===== config.mk =====
export PLATFORM = sky130hd
export DESIGN_NAME = manchester_frame_pulse_sequencer
export DESIGN_NICKNAME = d
export VERILOG_FILES = /design/src/hw/rtl/mfps_pkg.sv /design/src/hw/rtl/mfps_cfg_regs.sv /design/src/hw/rtl/manchester_frame_pulse_sequencer.sv
export SDC_FILE = /design/constraint.sdc
export NUM_CORES = 1
export LEC_CHECK = 0
export ABC_CLOCK_PERIOD_IN_PS = 2900
export BUFFER_PORTS_ARGS = -buffer_cell sky130_fd_sc_hd__buf_2
export CAP_MARGIN = 5
export CELL_PAD_IN_SITES_DETAIL_PLACEMENT = 1
export CELL_PAD_IN_SITES_GLOBAL_PLACEMENT = 1
export CORE_ASPECT_RATIO = 1.1
export CORE_MARGIN = 4
export CORE_UTILIZATION = 32
export DETAILED_ROUTE_END_ITERATION = 7
export PLACE_DENSITY = 0.55
export SLEW_MARGIN = 20
export SYNTH_ARGS = -nofsm -noshare
export SYNTH_HDL_FRONTEND = slang
export SYNTH_HIERARCHICAL = 1
export SYNTH_SLANG_ARGS = --single-unit

===== constraint.sdc =====
create_clock -name clk_i -period 2.9 [get_ports clk_i]
set_clock_uncertainty 0.2 [all_clocks]
set_input_delay 0.58 -clock clk_i [delete_from_list [all_inputs] [get_ports clk_i]]
set_output_delay 0.58 -clock clk_i [all_outputs]
set_load 0.005 [all_outputs]

===== src/hw/rtl/mfps_pkg.sv =====
// Package for the Manchester frame pulse sequencer: request and pulse types,
// configuration register codes, reset values and frame constants.
// No dependencies.
`default_nettype none

package mfps_pkg;

  localparam int unsigned NumRegs   = 8;
  localparam int unsigned CfgSelW   = 3;
  localparam int unsigned CfgIdxW   = 4;
  localparam int unsigned DurW      = 24;
  localparam int unsigned ByteW     = 8;
  localparam int unsigned PairW     = 4;
  localparam int unsigned CntW      = 4;

  // Pulse budget of one byte and the parts of it that do not depend on the preamble
  localparam int unsigned MaxPulses   = 33;
  localparam int unsigned SyncPulses  = 2;
  localparam int unsigned DataPulses  = 16;
  localparam int unsigned WakePulses  = 2;
  localparam int unsigned SleepPulses = 1;

  localparam int unsigned FirstPreamblePairsDef  = 2;
  localparam int unsigned RepeatPreamblePairsDef = 7;

  typedef enum logic [CfgSelW-1:0] {
    REG_WAKE_HI  = 3'd0,
    REG_WAKE_LO  = 3'd1,
    REG_PRE_HI   = 3'd2,
    REG_PRE_LO   = 3'd3,
    REG_SYNC_HI  = 3'd4,
    REG_SYNC_LO  = 3'd5,
    REG_SYMBOL   = 3'd6,
    REG_SLEEP    = 3'd7
  } cfg_reg_e;

  localparam logic [DurW-1:0] CfgReset [NumRegs] = '{
    24'd9415, 24'd89565, 24'd2416, 24'd2416, 24'd4550, 24'd640, 24'd640, 24'd30415
  };

  typedef enum logic [2:0] {
    ST_IDLE  = 3'd0,
    ST_WAKE  = 3'd1,
    ST_PRE   = 3'd2,
    ST_SYNC  = 3'd3,
    ST_DATA  = 3'd4,
    ST_SLEEP = 3'd5
  } seq_state_e;

  typedef struct packed {
    logic [ByteW-1:0] data_byte;
    logic             first_byte;
    logic             last_byte;
    logic             repeated;
  } mfps_in_t;

  typedef struct packed {
    logic            level;
    logic [DurW-1:0] duration_us;
    logic            last_pulse;
  } mfps_out_t;

  typedef struct packed {
    logic               en;
    logic [CfgIdxW-1:0] idx;
    logic [DurW-1:0]    data;
  } mfps_cfg_wr_t;

endpackage

`default_nettype wire


===== src/hw/rtl/mfps_cfg_regs.sv =====
// Configuration register file of the pulse sequencer: eight 24-bit duration
// registers with reset values, one write port and one read select.
// Depends on mfps_pkg.
`default_nettype none

module mfps_cfg_regs (
  input  wire                          clk_i,
  input  wire                          rst_ni,
  input  mfps_pkg::mfps_cfg_wr_t       wr_i,
  input  mfps_pkg::cfg_reg_e           rd_sel_i,
  output logic [mfps_pkg::DurW-1:0]    rd_data_o
);

  logic [mfps_pkg::DurW-1:0] regs_q [mfps_pkg::NumRegs];
  logic                      wr_hit;

  // drop writes to indexes beyond the register list
  assign wr_hit = wr_i.en && (wr_i.idx < mfps_pkg::CfgIdxW'(mfps_pkg::NumRegs));

  always_ff @(posedge clk_i or negedge rst_ni) begin
    if (!rst_ni) begin
      regs_q <= mfps_pkg::CfgReset;
    end else if (wr_hit) begin
      regs_q[wr_i.idx[mfps_pkg::CfgSelW-1:0]] <= wr_i.data;
    end
  end

  assign rd_data_o = regs_q[rd_sel_i];

endmodule

`default_nettype wire


===== src/hw/rtl/manchester_frame_pulse_sequencer.sv =====
// Top level of the Manchester frame pulse sequencer: request capture, pulse
// sequencer and output register. Depends on mfps_pkg and mfps_cfg_regs.
//
// Usage: each input request carries one encoded frame byte with frame-start,
// frame-end and repeat flags. The block answers with one output request per
// pulse (level, duration from a configuration register, last-pulse flag).
// A start byte is led by wakeup (not on repeats), preamble and sync pairs;
// each data bit gives two symbol pulses, MSB first; an end byte adds a low
// sleep pulse. One byte yields 16 to 33 pulses.
// Timing: a taken request is captured into the sequencer state, from which the
// pulses enter the output register one pulse per cycle while the receiver does
// not stall. An item holds the block: in_stall_o stays high from the accept
// until the last pulse has entered the output register. The pulse sequencer
// steps one shared counter per preamble pair and per data bit and shifts the
// data register once per data bit. A stall on the output holds the output
// register and freezes the sequencer. Configuration writes are always ready
// and take effect at once; write only while idle. Reset empties the output,
// returns to idle and loads the default durations.
`default_nettype none

module manchester_frame_pulse_sequencer #(
  parameter int unsigned FIRST_PREAMBLE_PAIRS  = mfps_pkg::FirstPreamblePairsDef,
  parameter int unsigned REPEAT_PREAMBLE_PAIRS = mfps_pkg::RepeatPreamblePairsDef
) (
  input  wire                             clk_i,
  input  wire                             rst_ni,
  input  wire                             in_valid_i,
  output logic                            in_stall_o,
  input  mfps_pkg::mfps_in_t              in_req_i,
  output logic                            out_valid_o,
  input  wire                             out_stall_i,
  output mfps_pkg::mfps_out_t             out_rsp_o,
  input  wire                             cfg_valid_i,
  output logic                            cfg_ready_o,
  input  wire  [mfps_pkg::CfgIdxW-1:0]    cfg_index_i,
  input  wire  [mfps_pkg::DurW-1:0]       cfg_data_i
);

  localparam int unsigned PairW = mfps_pkg::PairW;
  localparam int unsigned CntW  = mfps_pkg::CntW;
  localparam int unsigned Fixed = mfps_pkg::SyncPulses + mfps_pkg::DataPulses;

  // Preamble room left in the pulse budget, per repeat and end flags
  localparam int unsigned RoomFirst     = (mfps_pkg::MaxPulses - Fixed
                                           - mfps_pkg::WakePulses) / 2;
  localparam int unsigned RoomFirstLast = (mfps_pkg::MaxPulses - Fixed
                                           - mfps_pkg::WakePulses
                                           - mfps_pkg::SleepPulses) / 2;
  localparam int unsigned RoomRep       = (mfps_pkg::MaxPulses - Fixed) / 2;
  localparam int unsigned RoomRepLast   = (mfps_pkg::MaxPulses - Fixed
                                           - mfps_pkg::SleepPulses) / 2;

  localparam logic [PairW-1:0] PairsFirst = PairW'(
    FIRST_PREAMBLE_PAIRS < RoomFirst ? FIRST_PREAMBLE_PAIRS : RoomFirst);
  localparam logic [PairW-1:0] PairsFirstLast = PairW'(
    FIRST_PREAMBLE_PAIRS < RoomFirstLast ? FIRST_PREAMBLE_PAIRS : RoomFirstLast);
  localparam logic [PairW-1:0] PairsRep = PairW'(
    REPEAT_PREAMBLE_PAIRS < RoomRep ? REPEAT_PREAMBLE_PAIRS : RoomRep);
  localparam logic [PairW-1:0] PairsRepLast = PairW'(
    REPEAT_PREAMBLE_PAIRS < RoomRepLast ? REPEAT_PREAMBLE_PAIRS : RoomRepLast);

  localparam logic [CntW-1:0] LastDataBit = CntW'(mfps_pkg::ByteW - 1);

  mfps_pkg::seq_state_e          state_q, state_d;
  logic                          phase_q, phase_d;
  logic [CntW-1:0]               cnt_q, cnt_d;
  logic [mfps_pkg::ByteW-1:0]    byte_q, byte_d;
  logic                          first_q, last_q, rep_q;
  logic [PairW-1:0]              pairs_q, pairs_sel;

  logic                          out_valid_q;
  mfps_pkg::mfps_out_t           out_q;

  logic                          in_take;
  logic                          advance;
  logic                          pulse_level;
  logic                          pulse_last;
  mfps_pkg::cfg_reg_e            pulse_sel;
  logic [mfps_pkg::DurW-1:0]     pulse_dur;
  mfps_pkg::mfps_cfg_wr_t        cfg_wr;

  assign cfg_ready_o = 1'b1;
  assign cfg_wr.en   = cfg_valid_i;
  assign cfg_wr.idx  = cfg_index_i;
  assign cfg_wr.data = cfg_data_i;

  mfps_cfg_regs u_cfg_regs (
    .clk_i     (clk_i),
    .rst_ni    (rst_ni),
    .wr_i      (cfg_wr),
    .rd_sel_i  (pulse_sel),
    .rd_data_o (pulse_dur)
  );

  assign in_stall_o = (state_q != mfps_pkg::ST_IDLE);
  assign in_take    = in_valid_i && !in_stall_o;
  assign advance    = (state_q != mfps_pkg::ST_IDLE) && (!out_valid_q || !out_stall_i);

  always_comb begin
    if (in_req_i.repeated) begin
      pairs_sel = in_req_i.last_byte ? PairsRepLast : PairsRep;
    end else begin
      pairs_sel = in_req_i.last_byte ? PairsFirstLast : PairsFirst;
    end
  end

  // Next state
  always_comb begin
    state_d = state_q;
    phase_d = phase_q;
    cnt_d   = cnt_q;
    byte_d  = byte_q;
    case (state_q)
      mfps_pkg::ST_IDLE: begin
        if (in_take) begin
          phase_d = 1'b0;
          cnt_d   = '0;
          byte_d  = in_req_i.data_byte;
          if (!in_req_i.first_byte) begin
            state_d = mfps_pkg::ST_DATA;
          end else if (!in_req_i.repeated) begin
            state_d = mfps_pkg::ST_WAKE;
          end else if (pairs_sel != '0) begin
            state_d = mfps_pkg::ST_PRE;
          end else begin
            state_d = mfps_pkg::ST_SYNC;
          end
        end
      end
      mfps_pkg::ST_WAKE: begin
        if (advance) begin
          phase_d = !phase_q;
          if (phase_q) begin
            state_d = (pairs_q != '0) ? mfps_pkg::ST_PRE : mfps_pkg::ST_SYNC;
          end
        end
      end
      mfps_pkg::ST_PRE: begin
        if (advance) begin
          phase_d = !phase_q;
          if (phase_q) begin
            if (cnt_q + 1'b1 == pairs_q) begin
              cnt_d   = '0;
              state_d = mfps_pkg::ST_SYNC;
            end else begin
              cnt_d = cnt_q + 1'b1;
            end
          end
        end
      end
      mfps_pkg::ST_SYNC: begin
        if (advance) begin
          phase_d = !phase_q;
          if (phase_q) begin
            state_d = mfps_pkg::ST_DATA;
          end
        end
      end
      mfps_pkg::ST_DATA: begin
        if (advance) begin
          phase_d = !phase_q;
          if (phase_q) begin
            // shift the next bit up to the MSB
            byte_d = {byte_q[mfps_pkg::ByteW-2:0], 1'b0};
            if (cnt_q == LastDataBit) begin
              cnt_d   = '0;
              state_d = last_q ? mfps_pkg::ST_SLEEP : mfps_pkg::ST_IDLE;
            end else begin
              cnt_d = cnt_q + 1'b1;
            end
          end
        end
      end
      mfps_pkg::ST_SLEEP: begin
        if (advance) begin
          state_d = mfps_pkg::ST_IDLE;
        end
      end
      default: begin
        state_d = mfps_pkg::ST_IDLE;
      end
    endcase
  end

  // Pulse of the current step
  always_comb begin
    pulse_level = 1'b0;
    pulse_sel   = mfps_pkg::REG_SYMBOL;
    pulse_last  = 1'b0;
    case (state_q)
      mfps_pkg::ST_WAKE: begin
        pulse_level = !phase_q;
        pulse_sel   = phase_q ? mfps_pkg::REG_WAKE_LO : mfps_pkg::REG_WAKE_HI;
      end
      mfps_pkg::ST_PRE: begin
        pulse_level = !phase_q;
        pulse_sel   = phase_q ? mfps_pkg::REG_PRE_LO : mfps_pkg::REG_PRE_HI;
      end
      mfps_pkg::ST_SYNC: begin
        pulse_level = !phase_q;
        pulse_sel   = phase_q ? mfps_pkg::REG_SYNC_LO : mfps_pkg::REG_SYNC_HI;
      end
      mfps_pkg::ST_DATA: begin
        // low-high for a one, high-low for a zero
        pulse_level = phase_q ? byte_q[mfps_pkg::ByteW-1] : !byte_q[mfps_pkg::ByteW-1];
        pulse_sel   = mfps_pkg::REG_SYMBOL;
        pulse_last  = phase_q && (cnt_q == LastDataBit) && !last_q;
      end
      mfps_pkg::ST_SLEEP: begin
        pulse_level = 1'b0;
        pulse_sel   = mfps_pkg::REG_SLEEP;
        pulse_last  = 1'b1;
      end
      default: begin
        pulse_level = 1'b0;
        pulse_sel   = mfps_pkg::REG_SYMBOL;
        pulse_last  = 1'b0;
      end
    endcase
  end

  always_ff @(posedge clk_i or negedge rst_ni) begin
    if (!rst_ni) begin
      state_q <= mfps_pkg::ST_IDLE;
      phase_q <= 1'b0;
      cnt_q   <= '0;
    end else begin
      state_q <= state_d;
      phase_q <= phase_d;
      cnt_q   <= cnt_d;
    end
  end

  always_ff @(posedge clk_i) begin
    byte_q <= byte_d;
    if (in_take) begin
      first_q <= in_req_i.first_byte;
      last_q  <= in_req_i.last_byte;
      rep_q   <= in_req_i.repeated;
      pairs_q <= pairs_sel;
    end
  end

  always_ff @(posedge clk_i or negedge rst_ni) begin
    if (!rst_ni) begin
      out_valid_q <= 1'b0;
    end else if (advance) begin
      out_valid_q <= 1'b1;
    end else if (!out_stall_i) begin
      out_valid_q <= 1'b0;
    end
  end

  always_ff @(posedge clk_i) begin
    if (advance) begin
      out_q.level       <= pulse_level;
      out_q.duration_us <= pulse_dur;
      out_q.last_pulse  <= pulse_last;
    end
  end

  assign out_valid_o = out_valid_q;
  assign out_rsp_o   = out_q;

  a_sleep_needs_end: assert property (@(posedge clk_i) disable iff (!rst_ni)
    (state_q == mfps_pkg::ST_SLEEP) |-> last_q)
    else $error("sleep pulse on a byte that does not end a frame");

  a_wake_needs_first: assert property (@(posedge clk_i) disable iff (!rst_ni)
    (state_q == mfps_pkg::ST_WAKE) |-> (first_q && !rep_q))
    else $error("wakeup pulse outside a first-send frame start");

  a_pre_in_range: assert property (@(posedge clk_i) disable iff (!rst_ni)
    (state_q == mfps_pkg::ST_PRE) |-> (first_q && (cnt_q < pairs_q)))
    else $error("preamble pair count out of range");

  a_data_in_range: assert property (@(posedge clk_i) disable iff (!rst_ni)
    (state_q == mfps_pkg::ST_DATA) |-> (cnt_q <= LastDataBit))
    else $error("data bit count out of range");

endmodule

`default_nettype wire


==> results.sh <==
export IMPL_slew_headroom=0.549
export IMPL_yosysMostFrequentCell="mux2_2"
export IMPL_synth_edf_count=36
export IMPL_first_global_vias=6932
export IMPL_maxCapViolCount=0
export IMPL_drc=0
export IMPL_ys_seq_elements=237
export IMPL_clockBufferDepth=3
export IMPL_antenna_found_initial=3
export IMPL_yosys_warnings=6
export IMPL_placed_area_sq_um=11800
export IMPL_timing_rr_start="state_q[1]$_DFFE_PN0P_"
export IMPL_ir_drop_mv=0.474
export IMPL_finalHoldViolCount=0
export IMPL_clk_pin_slew_worst_paths_ns=0.06
export IMPL_setup_viol=0
export IMPL_overflow=0
export IMPL_run_status="completed"
export IMPL_synth_area_sq_um=10800
export IMPL_io_pins=73
export IMPL_yosys_top_cells_area="dfrtp_1 (35%), mux2_2 (21%), dfstp_2 (12%)"
export IMPL_nets=773
export IMPL_area_growth_pct=17.1
export IMPL_r2r_setup_slack_ns=0.38
export IMPL_synth_main_ff_cell="dfrtp_1"
export IMPL_hold_class="input port to register"
export IMPL_grt_start_max_net_pins=81
export IMPL_power_leakage_nw=5.29
export IMPL_cp_end_kind="output port"
export IMPL_cp_arrival_ns=1.77
export IMPL_row_count=70
export IMPL_fin_setup_tns_ns=0
export IMPL_path_max_fanout=14
export IMPL_dp_hpwl_microns=15400
export IMPL_vias=5893
export IMPL_min_delay_path_depth=1
export IMPL_synth_top_area_share=0.350
export IMPL_clock_latency_ns=0.54
export IMPL_fin_crit_sh=0.880
export IMPL_synth_fp_nets=687
export IMPL_finalCriticalPeriod_ns=2.55
export IMPL_finalMaxSlewViolations=0
export IMPL_grtUsageTotal=0.138
export IMPL_synth_seq_area_share=0.571
export IMPL_finish_instance_area_sq_um=12600
export IMPL_min_from="in_req_i[0]"
export IMPL_grt_pass1_wl_microns=40500
export IMPL_routedWlPerCell_microns=21.4
export IMPL_holdPathEnd="pairs_q[0]$_DFFE_PP_"
export IMPL_power_density_nw_per_um2=986
export IMPL_core_area_sq_um=33300
export IMPL_io_buffers=71
export IMPL_wl_microns=25200
export IMPL_start_util=0.325
export IMPL_max_freq_mhz=392
export IMPL_async_flop_share=0.848
export IMPL_worstSetupPathType="register to output port"
export IMPL_rsz0062_at_grt="false"
export IMPL_synthesis_instances=642
export IMPL_tightest_slew_ns=0.676
export IMPL_cts_resized=0
export IMPL_yosysUniqueCellTypes=56
export IMPL_reg2regPathDepth=5
export IMPL_ys_top_cells_by_count="mux2_2 (203), dfrtp_1 (151), dfstp_2 (50)"
export IMPL_r2r_end="out_rsp_o[17]$_DFFE_PP_"
export IMPL_root_buffer="clkbuf_16"
export IMPL_die_area_sq_um=36800
export IMPL_drtPass1Iterations=4
export IMPL_yosys_area_top_type="dfrtp_1"
export IMPL_crit_path_start_kind="register"
export IMPL_drt_initial_drc_count=286
export IMPL_viasPerCell=4.99
export IMPL_antenna_left=0
export IMPL_required_ns=2.12
export IMPL_clock_sinks=237
export IMPL_drive_gt1_frac=0.623
export IMPL_diodes=0
export IMPL_cts_buffers=28
export IMPL_htreeDepth=1
export IMPL_cts_tree="done"
export IMPL_routabilityCongestion=0.722
export IMPL_die_h_microns=201
export IMPL_fp_dieW_microns=183
export IMPL_postSynthAreaPerCell_sq_um=16.8
## metrics by stage
step                 util  worst slack (ns)  hold slack (ns)  cells  total power (W)
detailed placement  0.353             0.373            0.287   1128          0.00934
finish              0.380             0.348           0.0618   1182           0.0125
global placement    0.353             0.410            0.282   1128          0.00913
CTS                 0.380             0.296           0.0317   1182           0.0127
global route        0.380             0.220           0.0413   1182           0.0133
floorplan               -             0.116           0.0844    642          0.00810
## how the worst max path moves through the flow
stage | from | to | slack (ns) | cells past startpoint
floorplan | state_q[2]$_DFFE_PN0P_ | out_rsp_o[12]$_DFFE_PP_ | 0.12 | 8
global placement | state_q[1]$_DFFE_PN0P_ | out_rsp_o[14]$_DFFE_PP_ | 0.41 | 5
detailed placement | state_q[1]$_DFFE_PN0P_ | out_rsp_o[17]$_DFFE_PP_ | 0.37 | 5
CTS | state_q[1]$_DFFE_PN0P_ | in_stall_o | 0.30 | 4
global route | state_q[1]$_DFFE_PN0P_ | in_stall_o | 0.22 | 4
finish | state_q[1]$_DFFE_PN0P_ | in_stall_o | 0.35 | 4
## layer usage
metal,GRT usage,up-vias,wire length (microns)
li1,-,2587,-
met1,0.177,3157,10900
met2,0.246,103,13000
met3,0.0232,40,904
met4,0.0258,6,398
met5,0,-,28
## repair_timing
item | CTS | global route
endpoints found under the hold margin | 59 | 0
hold buffers | 2 | 0
buffers inserted | 0 | 0
## registers in the layout, summed over array words and instances (netlist names)
register	count
pairs_q	1
byte_q	8
last_q	1
cnt_q	4
u_cfg_regs/regs_q	192
state_q	3
phase_q	1
out_rsp_o	26
out_valid_o	1
## cell usage in the layout, fill, tap and decap left out, types with 3 or more instances in the layout
master     count
edfxtp_1      36
mux2_2       203
dfrtp_1      151
dfstp_2       50
inv_1          4
buf_4         17
a21oi_1        5
mux4_4         6
clkbuf_1       7
nand2_1       13
buf_12         8
o21ai_0        6
nand2b_1       7
mux4_2        34
mux2_4        20
nor2_1         5
clkinv_1       6
clkinv_2       4
xnor2_1        3
clkbuf_16     30
mux4_1         8
clkbuf_8       4
buf_2         70
## power breakdown
group	switching (W)	internal, W
logic	0.00177	0.00235
registers	0.000474	0.00459
clock network	0.00134	0.00195
total	0.00358	0.00889
## kinds of logic (layout without fill, tap and decap cells)
logic type      count (synthesis)  count (layout)  synth area share
compound gates                 28              28            0.0188
flops                         237             237             0.571
other cells                     1               1          0.000347
simple gates                   50              50            0.0292
mux                           274             274             0.347
xor+xnor                        4               4           0.00324
buf+inv                        46             154            0.0281
fa+ha+maj                       2               2           0.00208
## worst max-delay path, stage by stage (launching register included)
cell and delay (ns):
dfrtp_1 0.44, buf_4 0.22, nor3_2 0.37, inv_1 0.07, buf_2 0.14
## cell type report
cell class | instances | area (sq um)
clock buffers | 40 | 818
clock inverters | 12 | 56.3
fillers | 3352 | 20600
inverters | 4 | 15.0
multi-input cells | 359 | 4370
flip-flops and latches | 237 | 6170
well taps | 432 | 541
repair buffers | 98 | 672
No activity file was read; power rests on OpenSTA's default activity.
